`config.mk`:
```
export PLATFORM = sky130hd
export DESIGN_NAME = base32_decoder_custom_alphabet_flat
export DESIGN_NICKNAME = d
export VERILOG_FILES = /design/src/design/b32d_pkg.sv /design/src/design/b32d_in_if.sv /design/src/design/b32d_out_if.sv /design/src/design/base32_decoder_custom_alphabet.sv /design/src/flat_wrapper.sv
export SDC_FILE = /design/constraint.sdc
export NUM_CORES = 1
export LEC_CHECK = 0
export ABC_AREA = 1
export BUFFER_PORTS_ARGS = -buffer_cell sky130_fd_sc_hd__buf_2
export CAP_MARGIN = 5
export CORE_MARGIN = 2
export CORE_UTILIZATION = 50
export DETAILED_ROUTE_END_ITERATION = 10
export PLACE_DENSITY = 0.72
export SETUP_SLACK_MARGIN = 0.4
export SKIP_LAST_GASP = 1
export SYNTH_ARGS = -nofsm -noshare
export SYNTH_HDL_FRONTEND = slang
export SYNTH_SLANG_ARGS = --single-unit
```
`constraint.sdc`:
```
create_clock -name clk -period 2.7 [get_ports clk]
set_input_delay 0.405 -clock clk [delete_from_list [all_inputs] [get_ports clk]]
set_output_delay 0.405 -clock clk [all_outputs]
set_load 0.1 [all_outputs]
```
`src/design/b32d_pkg.sv`:
```
// Package for the base32 decoder: status codes, alphabet lookup, bit counts.
`default_nettype none
package b32d_pkg;

    localparam int unsigned CharWidth = 8;
    localparam int unsigned SymWidth  = 5;
    localparam int unsigned ByteWidth = 8;
    localparam int unsigned PosWidth  = 3;
    localparam int unsigned LeftWidth = 7;
    localparam int unsigned AccWidth  = LeftWidth + SymWidth;

    typedef enum logic [1:0] {
        STATUS_OK         = 2'd0,
        STATUS_BAD_CHAR   = 2'd1,
        STATUS_BAD_LENGTH = 2'd2
    } status_t;

    typedef struct packed {
        logic                known;
        logic [SymWidth-1:0] value;
    } symbol_t;

    // Alphabet "eaosrnidlctumpbgyvqhfzjxkw765432", value = position in it
    function automatic symbol_t symbol_lookup(input logic [CharWidth-1:0] ch);
        symbol_t s;
        s.known = 1'b1;
        unique case (ch)
            8'h65:   s.value = 5'd0;   // e
            8'h61:   s.value = 5'd1;   // a
            8'h6f:   s.value = 5'd2;   // o
            8'h73:   s.value = 5'd3;   // s
            8'h72:   s.value = 5'd4;   // r
            8'h6e:   s.value = 5'd5;   // n
            8'h69:   s.value = 5'd6;   // i
            8'h64:   s.value = 5'd7;   // d
            8'h6c:   s.value = 5'd8;   // l
            8'h63:   s.value = 5'd9;   // c
            8'h74:   s.value = 5'd10;  // t
            8'h75:   s.value = 5'd11;  // u
            8'h6d:   s.value = 5'd12;  // m
            8'h70:   s.value = 5'd13;  // p
            8'h62:   s.value = 5'd14;  // b
            8'h67:   s.value = 5'd15;  // g
            8'h79:   s.value = 5'd16;  // y
            8'h76:   s.value = 5'd17;  // v
            8'h71:   s.value = 5'd18;  // q
            8'h68:   s.value = 5'd19;  // h
            8'h66:   s.value = 5'd20;  // f
            8'h7a:   s.value = 5'd21;  // z
            8'h6a:   s.value = 5'd22;  // j
            8'h78:   s.value = 5'd23;  // x
            8'h6b:   s.value = 5'd24;  // k
            8'h77:   s.value = 5'd25;  // w
            8'h37:   s.value = 5'd26;  // 7
            8'h36:   s.value = 5'd27;  // 6
            8'h35:   s.value = 5'd28;  // 5
            8'h34:   s.value = 5'd29;  // 4
            8'h33:   s.value = 5'd30;  // 3
            8'h32:   s.value = 5'd31;  // 2
            default:
            begin
                s.known = 1'b0;
                s.value = 5'd0;
            end
        endcase
        return s;
    endfunction

    // Bits held over before the next symbol: (5 * position) mod 8
    function automatic logic [2:0] held_bits(input logic [PosWidth-1:0] pos);
        logic [2:0] n;
        n = pos + {pos[0], 2'b00};
        return n;
    endfunction

endpackage
`default_nettype wire

```
`src/design/b32d_in_if.sv`:
```
// Character input channel: valid/ready with one encoded character.
`default_nettype none
interface b32d_in_if;
    logic                               valid;
    logic                               ready;
    logic [b32d_pkg::CharWidth-1:0]     char_code;
    logic                               end_of_text;

    modport source (output valid, output char_code, output end_of_text, input ready);
    modport sink   (input valid, input char_code, input end_of_text, output ready);
endinterface
`default_nettype wire

```
`src/design/b32d_out_if.sv`:
```
// Byte output channel: valid/ready with decoded byte, status and last flag.
`default_nettype none
interface b32d_out_if;
    logic                               valid;
    logic                               ready;
    logic [b32d_pkg::ByteWidth-1:0]     data_byte;
    b32d_pkg::status_t                  status;
    logic                               last;

    modport source (output valid, output data_byte, output status, output last, input ready);
    modport sink   (input valid, input data_byte, input status, input last, output ready);
endinterface
`default_nettype wire

```
`src/design/base32_decoder_custom_alphabet.sv`:
```
// Streaming base32 decoder, custom lower-case alphabet, unpadded input.
//
// One character is taken per cycle on in_ch unless stalled; the symbol lookup
// and bit packing sit between the input port and the output register. A byte
// appears on out_ch whenever eight bits have gathered and no unknown character
// has been seen; a character that completes no byte gives no transfer. The
// final character (end_of_text) always gives one transfer with last set: status
// 1 if any unknown character was seen in the stream, else status 2 if the
// stream length mod 8 is 1, 3 or 6, else status 0 with the last byte. Trailing
// bits are dropped. The output register frees in the cycle it is read, so input
// is stalled only while a result waits and out_ch.ready is low.
`default_nettype none
module base32_decoder_custom_alphabet
(
    input  wire logic   clk,
    input  wire logic   rst_n,
    b32d_in_if.sink     in_ch,
    b32d_out_if.source  out_ch
);

    logic [b32d_pkg::LeftWidth-1:0] left_reg, left_next;
    logic [b32d_pkg::PosWidth-1:0]  pos_reg, pos_next;
    logic                           bad_reg, bad_next;

    logic                           out_valid_reg, out_valid_next;
    logic [b32d_pkg::ByteWidth-1:0] out_byte_reg, out_byte_next;
    b32d_pkg::status_t              out_status_reg, out_status_next;
    logic                           out_last_reg, out_last_next;

    logic                           accept;
    b32d_pkg::symbol_t              sym;
    logic [3:0]                     total;
    logic [2:0]                     rest;
    logic [b32d_pkg::AccWidth-1:0]  acc;
    logic [b32d_pkg::AccWidth-1:0]  shifted;
    logic [b32d_pkg::AccWidth-1:0]  keep_mask;
    logic                           got_byte;
    logic [b32d_pkg::PosWidth-1:0]  pos_inc;
    logic                           bad_now;

    assign in_ch.ready = !out_valid_reg || out_ch.ready;
    assign accept      = in_ch.valid && in_ch.ready;

    assign out_ch.valid     = out_valid_reg;
    assign out_ch.data_byte = out_byte_reg;
    assign out_ch.status    = out_status_reg;
    assign out_ch.last      = out_last_reg;

    always_comb
    begin
        sym       = b32d_pkg::symbol_lookup(in_ch.char_code);
        bad_now   = bad_reg || !sym.known;
        total     = {1'b0, b32d_pkg::held_bits(pos_reg)} + 4'd5;
        rest      = total[2:0];
        acc       = {left_reg, sym.value};
        shifted   = acc >> rest;
        keep_mask = (b32d_pkg::AccWidth'(1) << rest) - b32d_pkg::AccWidth'(1);
        got_byte  = !bad_now && total[3];
        pos_inc   = pos_reg + 3'd1;
    end

    always_comb
    begin
        left_next       = left_reg;
        pos_next        = pos_reg;
        bad_next        = bad_reg;
        out_valid_next  = out_valid_reg && !out_ch.ready;
        out_byte_next   = out_byte_reg;
        out_status_next = out_status_reg;
        out_last_next   = out_last_reg;

        if (accept)
        begin
            pos_next = pos_inc;
            bad_next = bad_now;
            if (bad_now)
                left_next = '0;
            else if (total[3])
                left_next = b32d_pkg::LeftWidth'(acc & keep_mask);
            else
                left_next = acc[b32d_pkg::LeftWidth-1:0];

            if (in_ch.end_of_text)
            begin
                out_valid_next = 1'b1;
                out_last_next  = 1'b1;
                out_byte_next  = '0;
                if (bad_now)
                    out_status_next = b32d_pkg::STATUS_BAD_CHAR;
                else if (pos_inc inside {3'd1, 3'd3, 3'd6})
                    out_status_next = b32d_pkg::STATUS_BAD_LENGTH;
                else
                begin
                    out_status_next = b32d_pkg::STATUS_OK;
                    if (got_byte)
                        out_byte_next = shifted[b32d_pkg::ByteWidth-1:0];
                end
                // stream over: start afresh
                left_next = '0;
                pos_next  = '0;
                bad_next  = 1'b0;
            end
            else if (got_byte)
            begin
                out_valid_next  = 1'b1;
                out_last_next   = 1'b0;
                out_status_next = b32d_pkg::STATUS_OK;
                out_byte_next   = shifted[b32d_pkg::ByteWidth-1:0];
            end
        end
    end

    always_ff @(posedge clk or negedge rst_n)
    begin
        if (!rst_n)
        begin
            left_reg      <= '0;
            pos_reg       <= '0;
            bad_reg       <= 1'b0;
            out_valid_reg <= 1'b0;
        end
        else
        begin
            left_reg      <= left_next;
            pos_reg       <= pos_next;
            bad_reg       <= bad_next;
            out_valid_reg <= out_valid_next;
        end
    end

    always_ff @(posedge clk)
    begin
        out_byte_reg   <= out_byte_next;
        out_status_reg <= out_status_next;
        out_last_reg   <= out_last_next;
    end

endmodule
`default_nettype wire
```
`src/flat_wrapper.sv`:
```
// flat-port wrapper written by rule: the top's interface ports become plain ports
module base32_decoder_custom_alphabet_flat 
  (clk, rst_n, in_ch_valid, in_ch_char_code, in_ch_end_of_text, in_ch_ready, out_ch_valid, out_ch_data_byte, out_ch_status, out_ch_last, out_ch_ready);
  b32d_in_if in_ch_i ();
  b32d_out_if out_ch_i ();
  input  wire logic clk;
  input  wire logic rst_n;
  input wire logic [$bits(in_ch_i.valid)-1:0] in_ch_valid;
  input wire logic [$bits(in_ch_i.char_code)-1:0] in_ch_char_code;
  input wire logic [$bits(in_ch_i.end_of_text)-1:0] in_ch_end_of_text;
  output wire logic [$bits(in_ch_i.ready)-1:0] in_ch_ready;
  output wire logic [$bits(out_ch_i.valid)-1:0] out_ch_valid;
  output wire logic [$bits(out_ch_i.data_byte)-1:0] out_ch_data_byte;
  output wire logic [$bits(out_ch_i.status)-1:0] out_ch_status;
  output wire logic [$bits(out_ch_i.last)-1:0] out_ch_last;
  input wire logic [$bits(out_ch_i.ready)-1:0] out_ch_ready;
  assign in_ch_i.valid = in_ch_valid;
  assign in_ch_i.char_code = in_ch_char_code;
  assign in_ch_i.end_of_text = in_ch_end_of_text;
  assign in_ch_ready = in_ch_i.ready;
  assign out_ch_valid = out_ch_i.valid;
  assign out_ch_data_byte = out_ch_i.data_byte;
  assign out_ch_status = out_ch_i.status;
  assign out_ch_last = out_ch_i.last;
  assign out_ch_i.ready = out_ch_ready;
  base32_decoder_custom_alphabet u_core (.clk(clk), .rst_n(rst_n), .in_ch(in_ch_i), .out_ch(out_ch_i));
endmodule
```
* After elaboration in Yosys (flattened, before gate mapping)
Index checks and enable logic that the tools add are counted. W data, S select, Z words.
Word-level totals: RAM bits 0, register bits 23, word-level logic and storage cells 82, memories kept 0, bits in latches 0, memory bits (read-only) 0, output and inout port bits 13
Cells by class: eq/ne operators 35, add/subtract/negate cells 4, bitwise logic cells 1, muxes and demuxes 20, shift operators 2, reductions and logical operators 13, div/mod/pow operators 0, multiply operators 0, order comparisons 0
Operator list (count):
- $eq A8 B7 Y1 const B | 26
- $pmux W5 S31 | 1
- $eq A8 B6 Y1 const B | 6
- $mux W8 | 5
- $reduce_or A32 Y1 | 1
- $mux W7 | 3
- $shr A12 B3 Y8 | 1
- $mux W2 | 4
- $and A7 B7 Y7 | 1
- $shl A1 B3 Y7 const A | 1
- $sub A7 B2 Y7 const B | 1
- $mux W1 | 6
- $add A3 B3 Y4 const B | 1
- $logic_not A1 Y1 | 4
- $add A3 B1 Y3 const B | 1
- $add A3 B3 Y3 | 1
- $eq A3 B1 Y1 const B | 1
- $eq A3 B2 Y1 const B | 1
- $eq A3 B3 Y1 const B | 1
- $logic_and A1 B1 Y1 | 3
- $mux W3 | 1
- $reduce_bool A3 Y1 | 1
- $logic_or A1 B1 Y1 | 2
- $reduce_and A2 Y1 | 1
- $reduce_bool A2 Y1 | 1

* Longest topological paths before layout
Gate-level depths: netlist of the first run.
word-level depth 11, gate-level depth with buffers 17

* Worst setup path before layout of the first run
No wires, ideal clock.
path type register to register, from register u_core.out_valid_reg, in the netlist u_core.out_ch.valid, to register u_core.out_byte_reg (netlist bit u_core.out_ch.data_byte[0]), enable pin, stages on the path, launching flop included 4, setup time 373 ps, slack -22 ps, data required time 2327 ps, arrival 2349 ps, path through dfrtp_1 nand2_1 nand2_1 a21oi_2
Between the ends: word-level cells in the longest chain between the ends 4
Ends and longest elaborated chain:
- start, declared | line base32_decoder_custom_alphabet.sv:25 | logic out_valid_reg, out_valid_next;
- start signal, assigned | line base32_decoder_custom_alphabet.sv:127 | out_valid_reg <= out_valid_next;
- $logic_not A1 Y1 | line base32_decoder_custom_alphabet.sv:41 | assign in_ch.ready = !out_valid_reg || out_ch.ready;
- $logic_or A1 B1 Y1 | line base32_decoder_custom_alphabet.sv:41
- via in_ch_ready | line flat_wrapper.sv:11 | output wire logic [$bits(in_ch_i.ready)-1:0] in_ch_ready;
- $logic_and A1 B1 Y1 | line base32_decoder_custom_alphabet.sv:42 | assign accept = in_ch.valid && in_ch.ready;
- $reduce_and A2 Y1 (no line)
- end signal, assigned | line base32_decoder_custom_alphabet.sv:133 | out_byte_reg <= out_byte_next;
- end, declared | line base32_decoder_custom_alphabet.sv:26 | logic [b32d_pkg::ByteWidth-1:0] out_byte_reg, out_byte_next;
The timed path passes the listed nets, and every way through them passes these cells. A chain may end at the register's enable or synchronous reset.

* Worst setup path after layout of the first run
from register u_core.pos_reg[0] (netlist name), to register u_core.left_reg[6] (netlist name)
Between the ends: word-level cells in the longest chain between the ends 8
Ends and longest elaborated chain:
- start, declared | line base32_decoder_custom_alphabet.sv:22 | logic [b32d_pkg::PosWidth-1:0] pos_reg, pos_next;
- start signal, assigned | line base32_decoder_custom_alphabet.sv:125 | pos_reg <= pos_next;
- $add A3 B3 Y3 (*) | line b32d_pkg.sv:72 | n = pos + {pos[0], 2'b00};
- $add A3 B3 Y4 (*) | line base32_decoder_custom_alphabet.sv:53 | total = {1'b0, b32d_pkg::held_bits(pos_reg)} + 4'd5;
- $shl A1 B3 Y7 | line base32_decoder_custom_alphabet.sv:57 | keep_mask = (b32d_pkg::AccWidth'(1) << rest) - b32d_pkg::AccWidth'(1);
- $sub A7 B2 Y7 | line base32_decoder_custom_alphabet.sv:57
- $and A7 B7 Y7 | line base32_decoder_custom_alphabet.sv:79 | left_next = b32d_pkg::LeftWidth'(acc & keep_mask);
- $mux W7 (*) | line base32_decoder_custom_alphabet.sv:78 | else if (total[3])
- $mux W7 (*) | line base32_decoder_custom_alphabet.sv:76 | if (bad_now)
- $mux W7 (*) | line base32_decoder_custom_alphabet.sv:83 | if (in_ch.end_of_text)
- end signal, assigned | line base32_decoder_custom_alphabet.sv:124 | left_reg <= left_next;
- end, declared | line base32_decoder_custom_alphabet.sv:21 | logic [b32d_pkg::LeftWidth-1:0] left_reg, left_next;
Every way passes the cells marked *; elsewhere a longest branch is shown, timed or not.

==> impl_results.md, run 1 <==
- Violated checks: hold timing
- Clock Power Share: 16.2%
- Level count of the clock H-tree: 1
- Yosys warnings: 0
- RSZ-0062 raised after global routing: no
- Number of global-route vias before repair: 1,865
- Clock buffer depth: 2
- Placeable core region: 0.004058 sq mm
- Final cell utilization of the core: 58.83%
- Post-Route Skew: 0.004512 ns
- Final-report hold violation count: 5
- Library cell with the largest summed area after synthesis: sky130_fd_sc_hd__nand2_1
- Final HPWL from detailed placement: 4129 microns
- Total negative slack: 0 ns
- Slowest stage delay, CP: 0.43 ns
- Worst min-delay path class: input pin to asynchronous set/reset pin
- Worst setup path class: flip-flop to flip-flop
- Finish-stage setup viols: 0
- Worst-path maximum fanout: 5
- First-iteration detailed-routing DRC count: 164
- Synthesized-area fraction occupied by xor and xnor cells: 0.4125%
- Max-Slew Margin vs Limit: 61.68%
- CP endpoint: u_core.left_reg[6]
- Clock tree from TritonCTS: done
- Number of maximum-capacitance violations: 0
- Fraction of final layout cells sized beyond drive strength 1: 17.41%
- Number of flip-flops under the largest register name: 8
- Slew at the pin with the worst max-slew slack: 0.5723 ns
- Count of cell types in the netlist: 30
- Hold Buf Count CTS: 0
- Length of the first detailed-routing pass in iterations: 4
- Largest family of logic cells by synthesized area: simple AND/OR/NAND/NOR gates
- Adder-Cell Fraction of Synth Area: 3.536%
- Top cell family by delay on the critical path: simple AND/OR/NAND/NOR gates
- Row Count: 23
- Pin count of the biggest net entering global routing: 20
- First-pass GRT wire length: 8211 microns
- Worst-case vdd ir drop: 393.6 uV
- Number of primary I/O pins: 26
- Initial antenna violation count: 0
- Mux cell area share after synthesis: 0.9428%
- Congestion Overflow GR: 0
- Most Frequent Cell on Critical Path: sky130_fd_sc_hd__nand2_1
- Final number of max-transition violations: 0
- Crit start category: flip-flop
- Area of the die: 0.004784 sq mm
- Lkg Pwr: 1.235 nW
- Port bufs: 25
- Switching Fraction: 46.07%
- Average vias per placed instance: 5.214
- Endpoint of the worst-slack reg-to-reg timing path: u_core.left_reg[6]
- Final period utilization: 78.78%
- Final weighted congestion in routability-driven placement: 0.8965
- Starting density of the core: 52.33%
- Logic depth of the worst register-to-register path: 16
- Top cells by area in the synthesized netlist: sky130_fd_sc_hd__nand2_1 22%, sky130_fd_sc_hd__edfxtp_1 16%, sky130_fd_sc_hd__dfrtp_1 14%
- Diode count: 0
- WL/cell: 11.90 microns
- Status: finished with violations
- Clock slew seen by the registers of the worst setup and hold paths: 0.08 ns
- Num CTS Buffers: 3
- Fin nets: 399
- DP Worst Slack: 0.4710 ns
- Area share of the leading cell type in the synthesized netlist: 22.27%
- Startpoint of the most critical setup path: u_core.pos_reg[0]
- Synth-to-Final Area Change: 12.43%
- Syn Area/Cell: 6.084 sq um
- Top library cells by usage in the layout, fill and taps aside: 125 x sky130_fd_sc_hd__nand2_1, 67 x sky130_fd_sc_hd__nor2_1, 25 x sky130_fd_sc_hd__inv_1, 25 x sky130_fd_sc_hd__buf_2, 21 x sky130_fd_sc_hd__nand3_1
- Cells traversed along the worst timing path: ha_1 -> inv_1 -> nand2_1 -> nand2_1 -> nand2_1 -> nand2_1 -> inv_2 -> nand2_1 -> ha_1 -> nand2_1 -> nor2_1 -> nand2_1 -> nand2_1 -> nand2_1 -> nor2_1 -> o21ai_1
- Clock latency of the later-clocked register in the worst-skew pair: 0.26 ns
- Die width: 69.17 microns
- Aggregate routed wire length: 5106 microns
- Final critical-path setup slack: 0.5730 ns
- CP arrival: 2.28 ns
- Startpoint of the most critical register-to-register path: u_core.pos_reg[0]
- Simple-Gate Fraction of Synth Area: 45.02%
- Total of flip-flops plus latches after synthesis: 23
- Comb pwr share: 51.7%
- Reg2reg setup slack: 0.57 ns
- Number of remaining DRC errors: 0
- Clk root buf: sky130_fd_sc_hd__clkbuf_8
- Switching power of the nets: 0.5968 mW
- Gate count of the mapped netlist: 349
- # fillers: 431
- Power Density: 542.6 mW/mm^2
- CP Data Required Time: 2.86 ns
- Sequential group share of total power: 32.1%
- Slowest cell on the critical path: sky130_fd_sc_hd__dfrtp_2
- Number of nets still failing antenna checks after routing: 0
- Y dimension of the die: 69.17 microns
- Vias: 2,237
- Compound-cell area share of the yosys netlist: 12.26%
- Internal power consumption: 0.6986 mW
- Synthesized net count: 368
- Global routing usage summed across all routing layers: 20.89%
- Maximum frequency from static timing analysis: 470.1 MHz
- Final min period: 2.127 ns
- Fraction of the yosys area taken by sequential cells: 29.70%
- Post-route worst hold slack: -0.002021 ns
- Clock net sink count: 23
- Synthesized area: 0.002123 sq mm
- Critical path buffer and inverter count: 2
- Total stage count of the critical path: 16
- Critical Path Sink Type: flip-flop
- Most common cell after layout, fill and taps aside: sky130_fd_sc_hd__nand2_1
## routing by layer
| metal | GRT usage [%] | vias to the layer above | wire length (microns) |
|---|---|---|---|
| met2 | 32.26 | 72 | 2240 |
| met5 | 0 | - | 0 |
| li1 | - | 1183 | - |
| met3 | 4.532 | 6 | 338 |
| met4 | 5.447 | 0 | 70 |
| met1 | 29.65 | 976 | 2457 |
## power groups by stage
stage,logic (mW),clock network [mW],registers [mW]
3_5_place_dp,0.648,0,0.426
6_report,0.670,0.210,0.415
5_1_grt,0.743,0.231,0.418
2_1_floorplan,0.397,0,0.530
3_3_place_gp,0.642,0,0.425
4_1_cts,0.650,0.213,0.419
## synthesized netlist by cell type (all sizes together)
cell    instances
or2             1
o21ai          21
o22ai           7
buf             6
edfxtp         11
ha              6
dfrtp          12
nand4           5
clkinv          1
xor2            1
o211ai          2
clkbuf          1
mux2i           2
nor2           70
a21oi          12
nand2         133
o21bai          1
nand3          22
inv            35
## worst reg2reg max path, cell delays in order (launching register included)
cell	delay [ns]
sky130_fd_sc_hd__dfrtp_2	0.43
sky130_fd_sc_hd__ha_1	0.21
sky130_fd_sc_hd__inv_1	0.05
sky130_fd_sc_hd__nand2_1	0.07
sky130_fd_sc_hd__nand2_1	0.15
sky130_fd_sc_hd__nand2_1	0.07
sky130_fd_sc_hd__nand2_1	0.09
sky130_fd_sc_hd__inv_2	0.05
sky130_fd_sc_hd__nand2_1	0.13
sky130_fd_sc_hd__ha_1	0.21
sky130_fd_sc_hd__nand2_1	0.08
sky130_fd_sc_hd__nor2_1	0.14
sky130_fd_sc_hd__nand2_1	0.09
sky130_fd_sc_hd__nand2_1	0.06
sky130_fd_sc_hd__nand2_1	0.04
sky130_fd_sc_hd__nor2_1	0.08
sky130_fd_sc_hd__o21ai_1	0.07
## cell families after synthesis
family	after synthesis
buf+inv	43
fa+ha+maj	6
xor+xnor	1
simple gates	231
flops	23
mux	2
compound gates	43
## how the worst min path moves through the flow
| stage | endpoint | slack, ns | cells after the start |
|---|---|---|---|
| 6_report | u_core.out_ch.valid | -0.002 | 1 |
| 2_1_floorplan | u_core.bad_reg | 0.11 | 0 |
| 3_5_place_dp | u_core.bad_reg | 0.30 | 1 |
| 3_3_place_gp | u_core.bad_reg | 0.29 | 1 |
| 4_1_cts | u_core.out_ch.valid | 0.007 | 1 |
| 5_1_grt | u_core.out_ch.valid | 0.02 | 1 |
## cell type report
type,instances,area (sq um),share of cell area (%)
flip-flops and latches,23,631.9,26.47
repair buffers,33,185.2,7.757
clock buffers,4,45.04,1.887
multi-input cells,283,1328,55.61
well taps,50,62.56,2.621
inverters,36,135.1,5.660
## stage by stage
stage / total power [mW] / area [sq um] / std cells
2_1_floorplan: 0.9269 / 2131 / 349
3_3_place_gp: 1.067 / 2326 / 423
3_5_place_dp: 1.074 / 2326 / 423
4_1_cts: 1.282 / 2371 / 427
5_1_grt: 1.391 / 2387 / 429
6_report: 1.295 / 2387 / 429
## what timing repair did
item | CTS | global route
endpoints found under the setup margin | 0 | 1
buffers inserted | 0 | 2
gates resized for setup | 0 | 1
Note: power is estimated with default switching activity, not from simulation.
==> run 2, diff against run 1 <==
- clock period: 2.7 -> 2.06 ns (I/O delays scaled with it)
==> run 2 against run 1 <==
Against the previous run: register-to-register slack worse by 0.39 ns; critical path type unchanged; the flow now finishes without violations; count of clock-buffer cells in the layout did not move; critical endpoint unchanged; via count increased by 8.9%; utilization up 14 points.
==> impl_results.md, run 2 (synthesized netlist as in run 1, its figures left out) <==
- Status: finished, final reports clean
- Vias: 2,436
- CP Data Required Time: 2.21 ns
- Num CTS Buffers: 3
- Top library cells by usage in the layout, fill and taps aside: 107 x sky130_fd_sc_hd__nand2_1, 59 x sky130_fd_sc_hd__nor2_1, 28 x sky130_fd_sc_hd__buf_4, 22 x sky130_fd_sc_hd__buf_2, 21 x sky130_fd_sc_hd__inv_1
- Final-report hold violation count: 0
- Clock slew seen by the registers of the worst setup and hold paths: 0.08 ns
- Area of the die: 0.004784 sq mm
- Starting density of the core: 52.33%
- Average vias per placed instance: 5.342
- # fillers: 347
- Worst-case vdd ir drop: 529.7 uV
- Level count of the clock H-tree: 1
- Synth-to-Final Area Change: 38.77%
- First-pass GRT wire length: 10,380 microns
- Y dimension of the die: 69.17 microns
- Logic depth of the worst register-to-register path: 14
- Final weighted congestion in routability-driven placement: 0.9235
- Area of the multi-input gates: 0.001563 sq mm
- Cell depth of the worst hold path: 4
- Worst min-delay path class: input pin to flip-flop
- Global routing usage summed across all routing layers: 26.41%
- Final number of max-transition violations: 0
- Total chip power: 2.095 mW
- Maximum frequency from static timing analysis: 531.4 MHz
- Number of nets still failing antenna checks after routing: 0
- Clk root buf: sky130_fd_sc_hd__clkbuf_8
- Post-Route Skew: 0.006022 ns
- Finish-stage setup viols: 0
- Initial antenna violation count: 0
- Post-route worst hold slack: 0.3466 ns
- Placeable core region: 0.004058 sq mm
- First-iteration detailed-routing DRC count: 288
- Final min period: 1.882 ns
- Footprint of the flip-flops and latches: 635.6 sq um
- CP arrival: 2.03 ns
- Final critical-path setup slack: 0.1782 ns
- Reg2reg setup slack: 0.18 ns
- Aggregate routed wire length: 6253 microns
- Crit start category: flip-flop
- Number of remaining DRC errors: 0
- Pin count of the biggest net entering global routing: 16
- Clock latency of the later-clocked register in the worst-skew pair: 0.26 ns
- Slew at the pin with the worst max-slew slack: 0.4956 ns
- Clock buffer depth: 2
- WL/cell: 13.71 microns
- Lkg Pwr: 1.442 nW
- Max-Slew Margin vs Limit: 67.19%
- Number of maximum-capacitance violations: 0
- Length of the first detailed-routing pass in iterations: 5
- Startpoint of the most critical register-to-register path: u_core.pos_reg[0]
- Final cell utilization of the core: 72.62%
- Worst-path maximum fanout: 11
- Fin nets: 426
- Fraction of final layout cells sized beyond drive strength 1: 33.00%
- Number of flip-flops under the largest register name: 8
- Power Density: 711.0 mW/mm^2
- DP Worst Slack: -0.02857 ns
- Hold Crit Endpoint: u_core.out_ch.valid
- Clock net sink count: 23
- Worst setup path class: flip-flop to flip-flop
- Endpoint of the worst-slack reg-to-reg timing path: u_core.left_reg[6]
- Row Count: 23
- Die width: 69.17 microns
- Diode count: 0
- Most common cell after layout, fill and taps aside: sky130_fd_sc_hd__nand2_1
- Final period utilization: 91.35%
- Critical Path Sink Type: flip-flop
- Clock tree from TritonCTS: done
- Number of primary I/O pins: 26
- DP Cell Count: 433
- Worst Min Path Start: out_ch_ready
- Number of global-route vias before repair: 2,359
- RSZ-0062 raised after global routing: yes
- Final HPWL from detailed placement: 4464 microns
- Congestion Overflow GR: 0
- Post-route cell area: 0.002947 sq mm
- Placed Instance Area: 0.002559 sq mm
- Non-filler cells, final: 456
- Total negative slack: 0 ns
- Port bufs: 25
[run 2: changes by cell type in the layout (fill, tap and decap cells not counted), moves of 4 or more]
cell / previous run / this run
sky130_fd_sc_hd__o21ai_0: 17 / 12
sky130_fd_sc_hd__nor2_1: 67 / 59
sky130_fd_sc_hd__nand2_1: 125 / 107
sky130_fd_sc_hd__inv_1: 25 / 21
sky130_fd_sc_hd__nand2_2: 7 / 17
sky130_fd_sc_hd__nor2_2: 1 / 6
sky130_fd_sc_hd__nand2_4: 1 / 7
sky130_fd_sc_hd__buf_4: 8 / 28
sky130_fd_sc_hd__nor2_4: 2 / 6
[run 2: routing by layer]
| metal | global-route usage (%) | wire [microns] | up-vias | share of wire (%) |
|---|---|---|---|---|
| li1 | - | - | 1242 | - |
| met1 | 35.05 | 2837 | 1094 | 45 |
| met2 | 45.51 | 2948 | 82 | 47 |
| met3 | 3.363 | 338 | 18 | 5.4 |
| met4 | 6.536 | 129 | 0 | 2.1 |
| met5 | 0 | 0 | - | 0 |
[run 2: critical path, stage by stage (launching register included)]
cell and delay, ns:
sky130_fd_sc_hd__dfrtp_2 0.45, sky130_fd_sc_hd__ha_4 0.18, sky130_fd_sc_hd__nand2_2 0.09, sky130_fd_sc_hd__nand2_2 0.07, sky130_fd_sc_hd__nand2_2 0.08, sky130_fd_sc_hd__nand2_4 0.08
sky130_fd_sc_hd__buf_6 0.15, sky130_fd_sc_hd__nand2_2 0.09, sky130_fd_sc_hd__nand2_1 0.10, sky130_fd_sc_hd__nor2_4 0.14, sky130_fd_sc_hd__nand2_1 0.07, sky130_fd_sc_hd__nand2_1 0.06
sky130_fd_sc_hd__nand2_1 0.04, sky130_fd_sc_hd__nor2_1 0.10, sky130_fd_sc_hd__o21ai_1 0.07
[run 2: where the power goes]
group / internal [mW] / switching (mW) / leakage, nW
clock network: 0.138 / 0.144 / 0.0228
registers: 0.527 / 0.0254 / 0.265
logic: 0.481 / 0.779 / 1.15
total: 1.15 / 0.948 / 1.44
[run 2: layout make-up]
type,count,share of cell area [%]
sequential,23,21.57
multi-input combinational,284,53.04
clock buffer,4,1.529
tap,50,2.123
inverter,36,5.987
timing repair buffer,59,15.75
[run 2: repair_timing]
item	4_1_cts	5_1_grt
endpoints found under the hold margin	12	0
cloned	1	1
pin swaps	8	1
buffers inserted	10	6
setup endpoints to repair	27	28
hold buffers	1	0
gates resized for setup	30	17
[run 2: worst max-delay path by stage]
stage	from	endpoint	slack [ns]
after detailed placement	in_ch_char_code[7]	u_core.out_ch.data_byte[5]	-0.03
after CTS	u_core.pos_reg[0]	u_core.left_reg[6]	0.23
after global routing	u_core.pos_reg[0]	u_core.left_reg[6]	0.06
after global placement	in_ch_char_code[7]	u_core.out_ch.last	0.02
final	u_core.pos_reg[0]	u_core.left_reg[6]	0.18
after floorplan	u_core.pos_reg[0]	u_core.left_reg[6]	0.23
==> run 3, diff against run 2 <==
- SETUP_SLACK_MARGIN: 0.4 -> 0.15
==> run 3 against run 2 <==
Against the previous run: wire length decreased by 12%; die area is the same; combinational power is 13% lower; clock power hardly changed; maximum frequency is 0.12% lower; non-clock buffer count decreased by 9; critical endpoint unchanged; utilization decreased by 6.2 points; design area decreased by 8.5%.
==> impl_results.md, run 3 (synthesized netlist as in run 1, its figures left out) <==
- Global routing usage summed across all routing layers: 23.32%
- Final number of max-transition violations: 0
- M3 GR Usage: 3.509%
- Final min period: 1.884 ns
- Most common cell after layout, fill and taps aside: sky130_fd_sc_hd__nand2_1
- CP arrival: 2.05 ns
- Starting density of the core: 52.33%
- Number of nets still failing antenna checks after routing: 0
- Placeable core region: 0.004058 sq mm
- Top Usage Layer GRT: met2
- Clock Power Share: 14.5%
- Final period utilization: 91.45%
- Worst setup path class: flip-flop to flip-flop
- Clk root buf: sky130_fd_sc_hd__clkbuf_8
- Clock tree from TritonCTS: done
- Comb pwr share: 56.9%
- Fin nets: 416
- Number of maximum-capacitance violations: 0
- Worst min-delay path class: input pin to flip-flop
- Average vias per placed instance: 5.244
- Reg2reg setup slack: 0.18 ns
- Final weighted congestion in routability-driven placement: 0.9308
- Clock net sink count: 23
- RSZ-0062 raised after global routing: yes
- Row Count: 23
- Power Density: 715.3 mW/mm^2
- Post-route worst hold slack: 0.3333 ns
- Length of the first detailed-routing pass in iterations: 5
- Final-report hold violation count: 0
- Max-Slew Margin vs Limit: 64.71%
- Internal power consumption: 1.035 mW
- Port bufs: 25
- Finish-stage setup viols: 0
- Fraction of final layout cells sized beyond drive strength 1: 27.78%
- Post-route cell area: 0.002695 sq mm
- Total chip power: 1.928 mW
- Global routing met1 resource utilization: 34.04%
- Critical Path Sink Type: flip-flop
- Sequential group share of total power: 28.6%
- Initial antenna violation count: 0
- Clock slew seen by the registers of the worst setup and hold paths: 0.08 ns
- Switching Fraction: 46.32%
- Switching power of the nets: 0.8929 mW
- First-iteration detailed-routing DRC count: 229
- Crit start category: flip-flop
- Clock latency of the later-clocked register in the worst-skew pair: 0.27 ns
- Num CTS Buffers: 3
- Worst-case vdd ir drop: 598.1 uV
- Die width: 69.17 microns
- Synth-to-Final Area Change: 26.93%
- Lkg Pwr: 1.352 nW
- Level count of the clock H-tree: 1
- Diode count: 0
- First-pass GRT wire length: 9273 microns
- Final HPWL from detailed placement: 4390 microns
- Final cell utilization of the core: 66.42%
- Number of remaining DRC errors: 0
- Maximum frequency from static timing analysis: 530.8 MHz
- Status: finished, final reports clean
- Post-Route Skew: 0.006905 ns
- Area of the die: 0.004784 sq mm
- Slew at the pin with the worst max-slew slack: 0.5271 ns
- WL/cell: 12.33 microns
- Aggregate routed wire length: 5500 microns
- Y dimension of the die: 69.17 microns
- Vias: 2,339
- Pin count of the biggest net entering global routing: 19
- Clock buffer depth: 2
- Number of global-route vias before repair: 2,103
- Number of flip-flops under the largest register name: 8
- Top library cells by usage in the layout, fill and taps aside: 113 x sky130_fd_sc_hd__nand2_1, 62 x sky130_fd_sc_hd__nor2_1, 25 x sky130_fd_sc_hd__buf_2, 23 x sky130_fd_sc_hd__inv_1, 21 x sky130_fd_sc_hd__buf_4
- CP Data Required Time: 2.23 ns
- Number of primary I/O pins: 26
- Placed Instance Area: 0.002475 sq mm
- Congestion Overflow GR: 0
- Worst-path maximum fanout: 11
- Met2 global-route usage: 37.07%
- Total negative slack: 0 ns
## run 3: changes by cell type in the layout (fill, tap and decap cells not counted), sizes merged
cell	change
bufbuf	-1
clkbuf	-2
clkinvlp	+1
nor2	-1
buf	-7
## run 3: routing by layer
layer  share of wire, %  wire (microns)
met4               0.93              51
met3                6.0             328
met2                 47            2569
met5                  0               0
met1                 46            2551
## run 3: path summary, 6_finish.rpt
path / cells past startpoint / to / startpoint
max: 14 / u_core.left_reg[6] / u_core.pos_reg[0]
min reg2reg: 2 / u_core.left_reg[5] / u_core.left_reg[5]
min: 1 / u_core.out_ch.last / in_ch_end_of_text
max reg2reg: 14 / u_core.left_reg[6] / u_core.pos_reg[0]
min in group asynchronous: 2 / u_core.left_reg[5] / rst_n
max in group asynchronous: 2 / u_core.out_ch.valid / rst_n
## run 3: cell type report
| cell class | instances | area [sq um] |
|---|---|---|
| fillers | 364 | 1363 |
| inverters | 36 | 146.4 |
| clock buffers | 3 | 41.29 |
| clock inverters | 1 | 5.005 |
| well taps | 50 | 62.56 |
| repair buffers | 50 | 335.3 |
| multi-input cells | 283 | 1471 |
| flip-flops and latches | 23 | 633.1 |
## run 3: repair_timing
action	in CTS	in global routing
endpoints found under the setup margin	1	18
gates resized for setup	6	26
pin swaps	6	13
hold endpoints to repair	12	0
hold buffers	1	0
buffers inserted	2	2
## run 3: power by group through the flow
stage                     Sequential [mW]  Clock [mW]  Combinational (mW)
final                               0.552       0.280                1.10
after global routing                0.556       0.307                1.20
after CTS                           0.551       0.291               0.946
after detailed placement            0.561           0               0.904
after global placement              0.559           0               0.894
after floorplan                     0.701           0               0.546
## run 3: critical path: stages (launching register included)
cell and delay [ns]:
sky130_fd_sc_hd__dfrtp_2 0.46, sky130_fd_sc_hd__ha_4 0.18, sky130_fd_sc_hd__nand2_2 0.09, sky130_fd_sc_hd__nand2_2 0.06
sky130_fd_sc_hd__nand2_2 0.07, sky130_fd_sc_hd__nand2_4 0.07, sky130_fd_sc_hd__buf_6 0.15, sky130_fd_sc_hd__nand2_2 0.07
sky130_fd_sc_hd__nand2_1 0.10, sky130_fd_sc_hd__nor2_4 0.15, sky130_fd_sc_hd__nand2_2 0.09, sky130_fd_sc_hd__nand2_1 0.06
sky130_fd_sc_hd__nand2_1 0.06, sky130_fd_sc_hd__nor2_2 0.13, sky130_fd_sc_hd__o21ai_2 0.06
## run 3: through the flow
stage,setup WS (ns),instances
finish,0.1760,446
global route,0.06033,446
CTS,0.1563,444
detailed placement,-0.03695,437
global placement,0.008988,437
floorplan,0.1607,349
